<file path="config.mk">
export PLATFORM = sky130hd
export DESIGN_NAME = mt_serial_frame_deframer_top_flat
export DESIGN_NICKNAME = d
export VERILOG_FILES = /design/src/rtl/core/mt_sfd_pkg.sv /design/src/rtl/core/mt_sfd_in_if.sv /design/src/rtl/core/mt_sfd_out_if.sv /design/src/rtl/core/mt_serial_frame_deframer_top.sv /design/src/flat_wrapper.sv
export SDC_FILE = /design/constraint.sdc
export NUM_CORES = 1
export LEC_CHECK = 0
export BUFFER_PORTS_ARGS = -buffer_cell sky130_fd_sc_hd__buf_2
export CAP_MARGIN = 20
export CORE_MARGIN = 10
export CORE_UTILIZATION = 36
export CTS_BUF_LIST = sky130_fd_sc_hd__clkbuf_8
export CTS_CLUSTER_DIAMETER = 50
export DETAILED_ROUTE_END_ITERATION = 7
export PLACE_DENSITY = 0.62
export SYNTH_ARGS = -nofsm -noshare
export SYNTH_HDL_FRONTEND = slang
export SYNTH_SLANG_ARGS = --single-unit
</file>
<file path="constraint.sdc">
create_clock -name i_clk -period 6.3 [get_ports i_clk]
set_input_delay 0 -clock i_clk [delete_from_list [all_inputs] [get_ports i_clk]]
set_output_delay 0 -clock i_clk [all_outputs]
set_load 0.02 [all_outputs]
</file>
<file path="src/rtl/core/mt_sfd_pkg.sv">
// Package with the types, codes and reset constants of the serial frame deframer.
`timescale 1ns / 1ps

package mt_sfd_pkg;

    localparam int unsigned BYTE_W    = 8;
    localparam int unsigned CFG_IDX_W = 2;
    localparam int unsigned STATUS_W  = 2;

    // Configuration register indexes.
    localparam logic [CFG_IDX_W-1:0] CFG_START_BYTE  = 2'd0;
    localparam logic [CFG_IDX_W-1:0] CFG_TYPE_MASK   = 2'd1;
    localparam logic [CFG_IDX_W-1:0] CFG_TYPE_SRSP   = 2'd2;
    localparam logic [CFG_IDX_W-1:0] CFG_TYPE_AREQ   = 2'd3;

    // Configuration reset values.
    localparam logic [BYTE_W-1:0] RST_START_BYTE = 8'hFE;
    localparam logic [BYTE_W-1:0] RST_TYPE_MASK  = 8'hE0;
    localparam logic [BYTE_W-1:0] RST_TYPE_SRSP  = 8'h60;
    localparam logic [BYTE_W-1:0] RST_TYPE_AREQ  = 8'h40;

    // Result kinds.
    localparam logic KIND_PAYLOAD = 1'b0;
    localparam logic KIND_END     = 1'b1;

    typedef enum logic [2:0] {
        PH_HUNT    = 3'd0,
        PH_LENGTH  = 3'd1,
        PH_CMD0    = 3'd2,
        PH_CMD1    = 3'd3,
        PH_PAYLOAD = 3'd4,
        PH_CHECK   = 3'd5
    } t_phase;

    typedef enum logic [STATUS_W-1:0] {
        ST_GOOD     = 2'd0,
        ST_BADCHECK = 2'd1,
        ST_BADTYPE  = 2'd2
    } t_status;

endpackage

</file>
<file path="src/rtl/core/mt_sfd_in_if.sv">
// Interface of the received byte channel of the serial frame deframer.
`timescale 1ns / 1ps

interface mt_sfd_in_if;
    logic                          valid;
    logic                          ready;
    logic [mt_sfd_pkg::BYTE_W-1:0] rx_byte;

    modport source (output valid, output rx_byte, input ready);
    modport sink   (input valid, input rx_byte, output ready);
endinterface

</file>
<file path="src/rtl/core/mt_sfd_out_if.sv">
// Interface of the result channel of the serial frame deframer.
`timescale 1ns / 1ps

interface mt_sfd_out_if;
    logic                            valid;
    logic                            ready;
    logic                            result_kind;
    logic [mt_sfd_pkg::BYTE_W-1:0]   data_byte;
    logic [mt_sfd_pkg::BYTE_W-1:0]   byte_index;
    logic [mt_sfd_pkg::BYTE_W-1:0]   frame_length;
    logic [mt_sfd_pkg::BYTE_W-1:0]   first_command;
    logic [mt_sfd_pkg::BYTE_W-1:0]   second_command;
    logic [mt_sfd_pkg::STATUS_W-1:0] frame_status;

    modport source (
        output valid, output result_kind, output data_byte, output byte_index,
        output frame_length, output first_command, output second_command,
        output frame_status, input ready
    );
    modport sink (
        input valid, input result_kind, input data_byte, input byte_index,
        input frame_length, input first_command, input second_command,
        input frame_status, output ready
    );
endinterface

</file>
<file path="src/rtl/core/mt_serial_frame_deframer_top.sv">
// Top level of the serial frame deframer with XOR frame check.
// A result word is registered and appears on the output in the cycle after the byte that causes it.
// Throughput: one received word per cycle; the frame phase update and one XOR are combinational.
// The only stall comes from a full output register whose word the sink does not take.
// Reset (i_rst_n, synchronous, active low) returns to hunting, clears the held header,
// check and count, empties the output register and restores the configuration defaults.
`timescale 1ns / 1ps

module mt_serial_frame_deframer_top (
    input  logic                                   i_clk,
    input  logic                                   i_rst_n,
    input  logic                                   i_cfg_we,
    input  logic [mt_sfd_pkg::CFG_IDX_W-1:0]       i_cfg_index,
    input  logic [mt_sfd_pkg::BYTE_W-1:0]          i_cfg_data,
    mt_sfd_in_if.sink                              i_rx,
    mt_sfd_out_if.source                           o_res
);

    // Configuration registers.
    logic [mt_sfd_pkg::BYTE_W-1:0] r_start_byte;
    logic [mt_sfd_pkg::BYTE_W-1:0] r_type_mask;
    logic [mt_sfd_pkg::BYTE_W-1:0] r_type_srsp;
    logic [mt_sfd_pkg::BYTE_W-1:0] r_type_areq;

    // Frame state.
    mt_sfd_pkg::t_phase            r_phase, n_phase;
    logic [mt_sfd_pkg::BYTE_W-1:0] r_length, n_length;
    logic [mt_sfd_pkg::BYTE_W-1:0] r_cmd0, n_cmd0;
    logic [mt_sfd_pkg::BYTE_W-1:0] r_cmd1, n_cmd1;
    logic [mt_sfd_pkg::BYTE_W-1:0] r_check, n_check;
    logic [mt_sfd_pkg::BYTE_W-1:0] r_count, n_count;

    // Output register. The payload carries no reset; only the valid flag does.
    logic                            r_out_valid, n_out_valid;
    logic                            r_kind, n_kind;
    logic [mt_sfd_pkg::BYTE_W-1:0]   r_data, n_data;
    logic [mt_sfd_pkg::BYTE_W-1:0]   r_index, n_index;
    logic [mt_sfd_pkg::BYTE_W-1:0]   r_flen, n_flen;
    logic [mt_sfd_pkg::BYTE_W-1:0]   r_fcmd0, n_fcmd0;
    logic [mt_sfd_pkg::BYTE_W-1:0]   r_fcmd1, n_fcmd1;
    logic [mt_sfd_pkg::STATUS_W-1:0] r_status, n_status;

    logic                          w_accept;
    logic                          w_emit;
    logic [mt_sfd_pkg::BYTE_W-1:0] w_byte;
    logic [mt_sfd_pkg::BYTE_W-1:0] w_type;
    logic [mt_sfd_pkg::BYTE_W-1:0] w_count_inc;

    // A new word may enter whenever the output register is empty or is being
    // emptied in this cycle, so the two sides run back to back.
    assign i_rx.ready  = !r_out_valid || o_res.ready;
    assign w_accept    = i_rx.valid && i_rx.ready;
    assign w_byte      = i_rx.rx_byte;
    assign w_type      = r_cmd0 & r_type_mask;
    assign w_count_inc = r_count + 8'd1;

    always_ff @(posedge i_clk) begin
        if (!i_rst_n) begin
            r_start_byte <= mt_sfd_pkg::RST_START_BYTE;
            r_type_mask  <= mt_sfd_pkg::RST_TYPE_MASK;
            r_type_srsp  <= mt_sfd_pkg::RST_TYPE_SRSP;
            r_type_areq  <= mt_sfd_pkg::RST_TYPE_AREQ;
        end else if (i_cfg_we) begin
            case (i_cfg_index)
                mt_sfd_pkg::CFG_START_BYTE: r_start_byte <= i_cfg_data;
                mt_sfd_pkg::CFG_TYPE_MASK:  r_type_mask  <= i_cfg_data;
                mt_sfd_pkg::CFG_TYPE_SRSP:  r_type_srsp  <= i_cfg_data;
                mt_sfd_pkg::CFG_TYPE_AREQ:  r_type_areq  <= i_cfg_data;
                default: begin
                end
            endcase
        end
    end

    // Phase sequencing, check accumulation and result formation for one word.
    always_comb begin
        n_phase  = r_phase;
        n_length = r_length;
        n_cmd0   = r_cmd0;
        n_cmd1   = r_cmd1;
        n_check  = r_check;
        n_count  = r_count;
        w_emit   = 1'b0;
        n_kind   = r_kind;
        n_data   = r_data;
        n_index  = r_index;
        n_flen   = r_flen;
        n_fcmd0  = r_fcmd0;
        n_fcmd1  = r_fcmd1;
        n_status = r_status;

        if (w_accept) begin
            case (r_phase)
                mt_sfd_pkg::PH_LENGTH: begin
                    n_length = w_byte;
                    n_check  = w_byte;
                    n_count  = '0;
                    n_phase  = mt_sfd_pkg::PH_CMD0;
                end
                mt_sfd_pkg::PH_CMD0: begin
                    n_cmd0  = w_byte;
                    n_check = r_check ^ w_byte;
                    n_phase = mt_sfd_pkg::PH_CMD1;
                end
                mt_sfd_pkg::PH_CMD1: begin
                    n_cmd1  = w_byte;
                    n_check = r_check ^ w_byte;
                    // An empty frame goes straight on to its check byte.
                    n_phase = (r_length == '0) ? mt_sfd_pkg::PH_CHECK
                                               : mt_sfd_pkg::PH_PAYLOAD;
                end
                mt_sfd_pkg::PH_PAYLOAD: begin
                    n_check  = r_check ^ w_byte;
                    w_emit   = 1'b1;
                    n_kind   = mt_sfd_pkg::KIND_PAYLOAD;
                    n_data   = w_byte;
                    n_index  = r_count;
                    n_flen   = '0;
                    n_fcmd0  = '0;
                    n_fcmd1  = '0;
                    n_status = mt_sfd_pkg::ST_GOOD;
                    n_count  = w_count_inc;
                    if (w_count_inc == r_length) begin
                        n_phase = mt_sfd_pkg::PH_CHECK;
                    end
                end
                mt_sfd_pkg::PH_CHECK: begin
                    w_emit  = 1'b1;
                    n_kind  = mt_sfd_pkg::KIND_END;
                    n_data  = '0;
                    n_index = '0;
                    n_flen  = r_length;
                    n_fcmd0 = r_cmd0;
                    n_fcmd1 = r_cmd1;
                    // A check mismatch outranks an unaccepted command type.
                    if (r_check != w_byte) begin
                        n_status = mt_sfd_pkg::ST_BADCHECK;
                    end else if (w_type == r_type_srsp || w_type == r_type_areq) begin
                        n_status = mt_sfd_pkg::ST_GOOD;
                    end else begin
                        n_status = mt_sfd_pkg::ST_BADTYPE;
                    end
                    n_phase = mt_sfd_pkg::PH_HUNT;
                end
                default: begin
                    // Hunting: anything but the start byte is dropped.
                    n_phase = (w_byte == r_start_byte) ? mt_sfd_pkg::PH_LENGTH
                                                       : mt_sfd_pkg::PH_HUNT;
                end
            endcase
        end

        if (w_emit) begin
            n_out_valid = 1'b1;
        end else if (o_res.ready) begin
            n_out_valid = 1'b0;
        end else begin
            n_out_valid = r_out_valid;
        end
    end

    always_ff @(posedge i_clk) begin
        if (!i_rst_n) begin
            r_phase     <= mt_sfd_pkg::PH_HUNT;
            r_length    <= '0;
            r_cmd0      <= '0;
            r_cmd1      <= '0;
            r_check     <= '0;
            r_count     <= '0;
            r_out_valid <= 1'b0;
        end else begin
            r_phase     <= n_phase;
            r_length    <= n_length;
            r_cmd0      <= n_cmd0;
            r_cmd1      <= n_cmd1;
            r_check     <= n_check;
            r_count     <= n_count;
            r_out_valid <= n_out_valid;
        end
    end

    always_ff @(posedge i_clk) begin
        r_kind   <= n_kind;
        r_data   <= n_data;
        r_index  <= n_index;
        r_flen   <= n_flen;
        r_fcmd0  <= n_fcmd0;
        r_fcmd1  <= n_fcmd1;
        r_status <= n_status;
    end

    assign o_res.valid          = r_out_valid;
    assign o_res.result_kind    = r_kind;
    assign o_res.data_byte      = r_data;
    assign o_res.byte_index     = r_index;
    assign o_res.frame_length   = r_flen;
    assign o_res.first_command  = r_fcmd0;
    assign o_res.second_command = r_fcmd1;
    assign o_res.frame_status   = r_status;

endmodule

</file>
<file path="src/flat_wrapper.sv">
// flat-port wrapper written by rule: the top's interface ports become plain ports
module mt_serial_frame_deframer_top_flat 
  (i_clk, i_rst_n, i_cfg_we, i_cfg_index, i_cfg_data, i_rx_valid, i_rx_rx_byte, i_rx_ready, o_res_valid, o_res_result_kind, o_res_data_byte, o_res_byte_index, o_res_frame_length, o_res_first_command, o_res_second_command, o_res_frame_status, o_res_ready);
  mt_sfd_in_if i_rx_i ();
  mt_sfd_out_if o_res_i ();
  input  logic i_clk;
  input  logic i_rst_n;
  input  logic i_cfg_we;
  input  logic [mt_sfd_pkg::CFG_IDX_W-1:0] i_cfg_index;
  input  logic [mt_sfd_pkg::BYTE_W-1:0] i_cfg_data;
  input wire logic [$bits(i_rx_i.valid)-1:0] i_rx_valid;
  input wire logic [$bits(i_rx_i.rx_byte)-1:0] i_rx_rx_byte;
  output wire logic [$bits(i_rx_i.ready)-1:0] i_rx_ready;
  output wire logic [$bits(o_res_i.valid)-1:0] o_res_valid;
  output wire logic [$bits(o_res_i.result_kind)-1:0] o_res_result_kind;
  output wire logic [$bits(o_res_i.data_byte)-1:0] o_res_data_byte;
  output wire logic [$bits(o_res_i.byte_index)-1:0] o_res_byte_index;
  output wire logic [$bits(o_res_i.frame_length)-1:0] o_res_frame_length;
  output wire logic [$bits(o_res_i.first_command)-1:0] o_res_first_command;
  output wire logic [$bits(o_res_i.second_command)-1:0] o_res_second_command;
  output wire logic [$bits(o_res_i.frame_status)-1:0] o_res_frame_status;
  input wire logic [$bits(o_res_i.ready)-1:0] o_res_ready;
  assign i_rx_i.valid = i_rx_valid;
  assign i_rx_i.rx_byte = i_rx_rx_byte;
  assign i_rx_ready = i_rx_i.ready;
  assign o_res_valid = o_res_i.valid;
  assign o_res_result_kind = o_res_i.result_kind;
  assign o_res_data_byte = o_res_i.data_byte;
  assign o_res_byte_index = o_res_i.byte_index;
  assign o_res_frame_length = o_res_i.frame_length;
  assign o_res_first_command = o_res_i.first_command;
  assign o_res_second_command = o_res_i.second_command;
  assign o_res_frame_status = o_res_i.frame_status;
  assign o_res_i.ready = o_res_ready;
  mt_serial_frame_deframer_top u_core (.i_clk(i_clk), .i_rst_n(i_rst_n), .i_cfg_we(i_cfg_we), .i_cfg_index(i_cfg_index), .i_cfg_data(i_cfg_data), .i_rx(i_rx_i), .o_res(o_res_i));
endmodule
</file>
==> summary.md <==
The leakage power figure is 2.51 nW, and the proportion of power drawn by flip-flops and latches is 49.5%. The first detailed-routing pass ran for 5 iterations. The worst path in the final design needs a cycle of 2170 ps, including I/O delays and setup.

The final count of hold timing violations is 0, and the final number of setup-violating endpoints is 0. Main combinational cell family by area after synthesis: simple AND/OR/NAND/NOR gates. Count of nets left with antenna violations after detail routing: 0. The floorplan step set the die width to 141 microns.

The die boundary height is 141 microns. The portion of the clock cycle consumed by the worst path in the final layout is 34.4%. At the pin with the least slew margin, the transition time is 899 ps. The setup check on the worst reg-to-reg path leaves a slack of 4130 ps. The most used flip-flop cell after synthesis is sky130_fd_sc_hd__dfxtp_1. The area inside the core boundary was 14500 sq um; the count of H-tree levels built during CTS was 4. At the end of routability-driven placement, the weighted congestion stood at 0.805. Wire length of the first global-routing pass: 21600 microns. In this run, distinct cell masters in the synthesized netlist total 55. Of the synthesized area, sequential elements account for 53.1%. The tools report the number of antenna violations at the first check in global routing as 0. TritonCTS created 17 clock buffers.

The run gives 831 as the final cell count without fillers. Cell internal power was estimated by the tool at 1.29 mW. The maximum count of clock buffers along a single path is 2.

The share of synthesized area in the top cell type comes to 28.7%. IR analysis of the VDD net gives a maximum drop of 0.000145 V. The worst clock skew is 9.86 ps. Using the TritonRoute via totals, the vias-per-cell ratio works out to 5.11. The tree is rooted in a sky130_fd_sc_hd__clkbuf_8. Multiplexer cells account for 4.53% of the synthesized area. After clock tree synthesis, the clock-pin slew on the worst setup and hold paths is 70 ps.

The tools report the required time at the worst-slack endpoint as 6630 ps. Of the total synthesized cell area, the portion taken by XOR and XNOR cells is 6.45%. The run gives 119 as the TritonCTS sink count. Share of flip-flops with an asynchronous set or reset: 0%.

Counting flops with a built-in enable in the synthesized netlist gives 43. Global routing finished with a remaining overflow of 0. The tightest hold path in the finished design has a slack of 16.3 ps. The number of setup buffers added after CTS is 0.

The tools report the area occupied by multi-input gates as 2300 sq um. For the number of nets in the layout, the log shows 658. Category of the worst setup path launch point: a flip-flop. The synthesized netlist devotes 9.35% of its cell area to compound gates.

Fill cells in the final layout number 1382. In this run the tightest slew margin relative to its limit is 40.0%. The effective utilization at floorplan is 36.6%, and the number of max-slew violations in the final report is 0.

Of all cell types, the one taking the most synthesized area is sky130_fd_sc_hd__dfxtp_1. By startpoint and endpoint, the worst setup path is classified as reg -> reg. For this block, the initial DRC count from the detailed router was 285. TritonCTS built the clock tree. The die covers 20000 sq um.

The worst setup path is captured at a flip-flop. At the worst endpoint, the arrival time is 2500 ps. The type of the worst min-delay path is in -> reg. Entering global routing, the biggest net connects 63 pins. The via count of the first global-routing pass came out at 4161. Once detailed placement completed, the half-perimeter wirelength came to 9400 microns. The diode insertion count for antenna repair came out at 0.

The instance count of the mapped netlist is 558, and the cell area reported after detailed placement is 5730 sq um. The synthesized area per cell is 9.49 sq um. The post-synthesis simple-gate area fraction came out at 22.8%. After floorplanning, the core was divided into 44 placement rows. For the clock group share of total power, the log shows 45.9%.

The tools report the number of remaining DRC errors as 0. The number of max-cap violations is 0, and the quantity of I/O buffers inserted on ports is 67. Setup repair after global routing left no endpoint under its margin.

The logs give 461 MHz for the timing-limited maximum frequency and 582 for the number of nets produced by synthesis. With fillers left out, the area of the finished cells amounts to 6420 sq um. The per-cell routed wire length was 16.1 microns; the switching power total was 0.342 mW. Summing every instance area after synthesis gives 5300 sq um. The run finished with clean final reports. The layout cell share with drive strength beyond 1 works out to 17.9%.

Combinational logic burns 4.7% of the power. The adder-cell area share of the yosys netlist came out at 0.236%. The number of placed cells counting well taps is 776, and the area taken by flip-flops and latches is 2810 sq um.

The number of warnings issued by yosys was 0; the overall fraction of global-route tracks in use was 13.5%. In this run the power density over the cells is 253 nW/um^2. For the worst-skew pair, the clock arrives at the later sink with an insertion delay of 440 ps. The final layout contains routed wiring with a total length of 13400 microns. The share of total power consumed by net switching was 21.0%. The post-synthesis register bit count is 119, and the area growth from synthesis to layout is 21.3%.

By area the synthesized netlist is led by sky130_fd_sc_hd__dfxtp_1 (29%), sky130_fd_sc_hd__edfxtp_1 (24%), sky130_fd_sc_hd__nand2_1 (7.4%). The library cells used most frequently in the layout, excluding fill and tap cells, are sky130_fd_sc_hd__nand2_1 (105), sky130_fd_sc_hd__dfxtp_1 (76), sky130_fd_sc_hd__buf_2 (67). The largest fanout of any net on the critical path works out to 26.

The library cell used most frequently in the layout, excluding fill and tap cells, is sky130_fd_sc_hd__nand2_1. The routed layout has 4244 vias. The count of pins on the block boundary came out at 68. The total negative setup slack was 0 ps.
-- power groups by stage --
stage	Sequential, mW	Clock, mW	Combinational (mW)
floorplan	0.821	0	0.0418
global placement	0.822	0	0.0631
detailed placement	0.822	0	0.0645
CTS	0.805	0.759	0.0747
global route	0.806	0.792	0.0838
finish	0.805	0.747	0.0760
-- timing repair --
action,in CTS,in global routing
hold buffers,21,0
resized for setup,0,0
hold endpoints to repair,65,0
-- critical path, stage by stage (launching register included) --
cell                      delay [ps]
sky130_fd_sc_hd__dfxtp_1         670
sky130_fd_sc_hd__nor2b_1         230
sky130_fd_sc_hd__buf_4           280
sky130_fd_sc_hd__and4_1          450
sky130_fd_sc_hd__a21oi_2         140
sky130_fd_sc_hd__o21ai_1         190
sky130_fd_sc_hd__a21oi_1          80
-- state kept, by name (all words and copies together), names as in the netlist --
signal,count
u_core.r_cmd0,8
u_core.o_res.frame_status,2
u_core.r_phase,3
u_core.r_cmd1,8
u_core.o_res.result_kind,1
u_core.o_res.second_command,8
u_core.r_check,8
u_core.r_length,8
u_core.r_start_byte,8
u_core.o_res.frame_length,8
u_core.o_res.data_byte,8
u_core.r_type_areq,8
u_core.o_res.first_command,8
u_core.r_type_mask,8
u_core.r_type_srsp,8
u_core.o_res.byte_index,8
u_core.o_res.valid,1
u_core.r_count,8
-- metal layers --
metal,up-vias,track usage [%],part of all wire (%)
met1,2011,15.8,43
met2,128,22.8,49
met4,0,5.00,1.4
met5,-,0,0
li1,2084,-,-
met3,21,4.01,6.4
-- stage by stage --
step	power, mW	setup slack [ps]	util, %
2_1_floorplan	0.863	2040	-
6_report	1.63	4130	44.4
5_1_grt	1.68	3990	44.4
3_3_place_gp	0.885	3860	39.6
4_1_cts	1.64	3820	44.0
3_5_place_dp	0.887	3820	39.6
-- layout make-up --
cell class | instances | share of cell area (%)
Sequential cell | 119 | 43.8
Multi-Input combinational cell | 396 | 35.9
Timing Repair Buffer | 93 | 9.58
Clock buffer | 20 | 4.29
Tap cell | 184 | 3.58
Clock inverter | 12 | 2.47
Inverter | 7 | 0.409
-- worst paths after layout --
path                         startpoint               endpoint  depth (start not counted)
setup / recovery      u_core.r_phase[0]      u_core.r_count[5]                          6
hold / removal           i_cfg_index[1]  u_core.r_type_mask[4]                          4
setup reg to reg      u_core.r_phase[0]      u_core.r_count[5]                          6
hold reg to reg   u_core.r_type_mask[1]  u_core.r_type_mask[1]                          2
-- cell families after synthesis --
kind of cell | count (synthesis)
fa+ha+maj | 1
mux | 24
xor+xnor | 39
compound gates | 86
simple gates | 246
buf+inv | 43
flops | 119
-- cell usage after synthesis, types with 8 or more instances --
library cell and n:
sky130_fd_sc_hd__a21oi_1 52, sky130_fd_sc_hd__and2_1 14, sky130_fd_sc_hd__and3_1 26, sky130_fd_sc_hd__buf_2 10
sky130_fd_sc_hd__clkbuf_1 24, sky130_fd_sc_hd__dfxtp_1 76, sky130_fd_sc_hd__edfxtp_1 43, sky130_fd_sc_hd__mux2i_1 24
sky130_fd_sc_hd__nand2_1 105, sky130_fd_sc_hd__nand3_1 21, sky130_fd_sc_hd__nand4_1 8, sky130_fd_sc_hd__nor2_1 39
sky130_fd_sc_hd__o21ai_0 13, sky130_fd_sc_hd__xnor2_1 13, sky130_fd_sc_hd__xor2_1 26
Note: power is estimated with default switching activity, not from simulation.
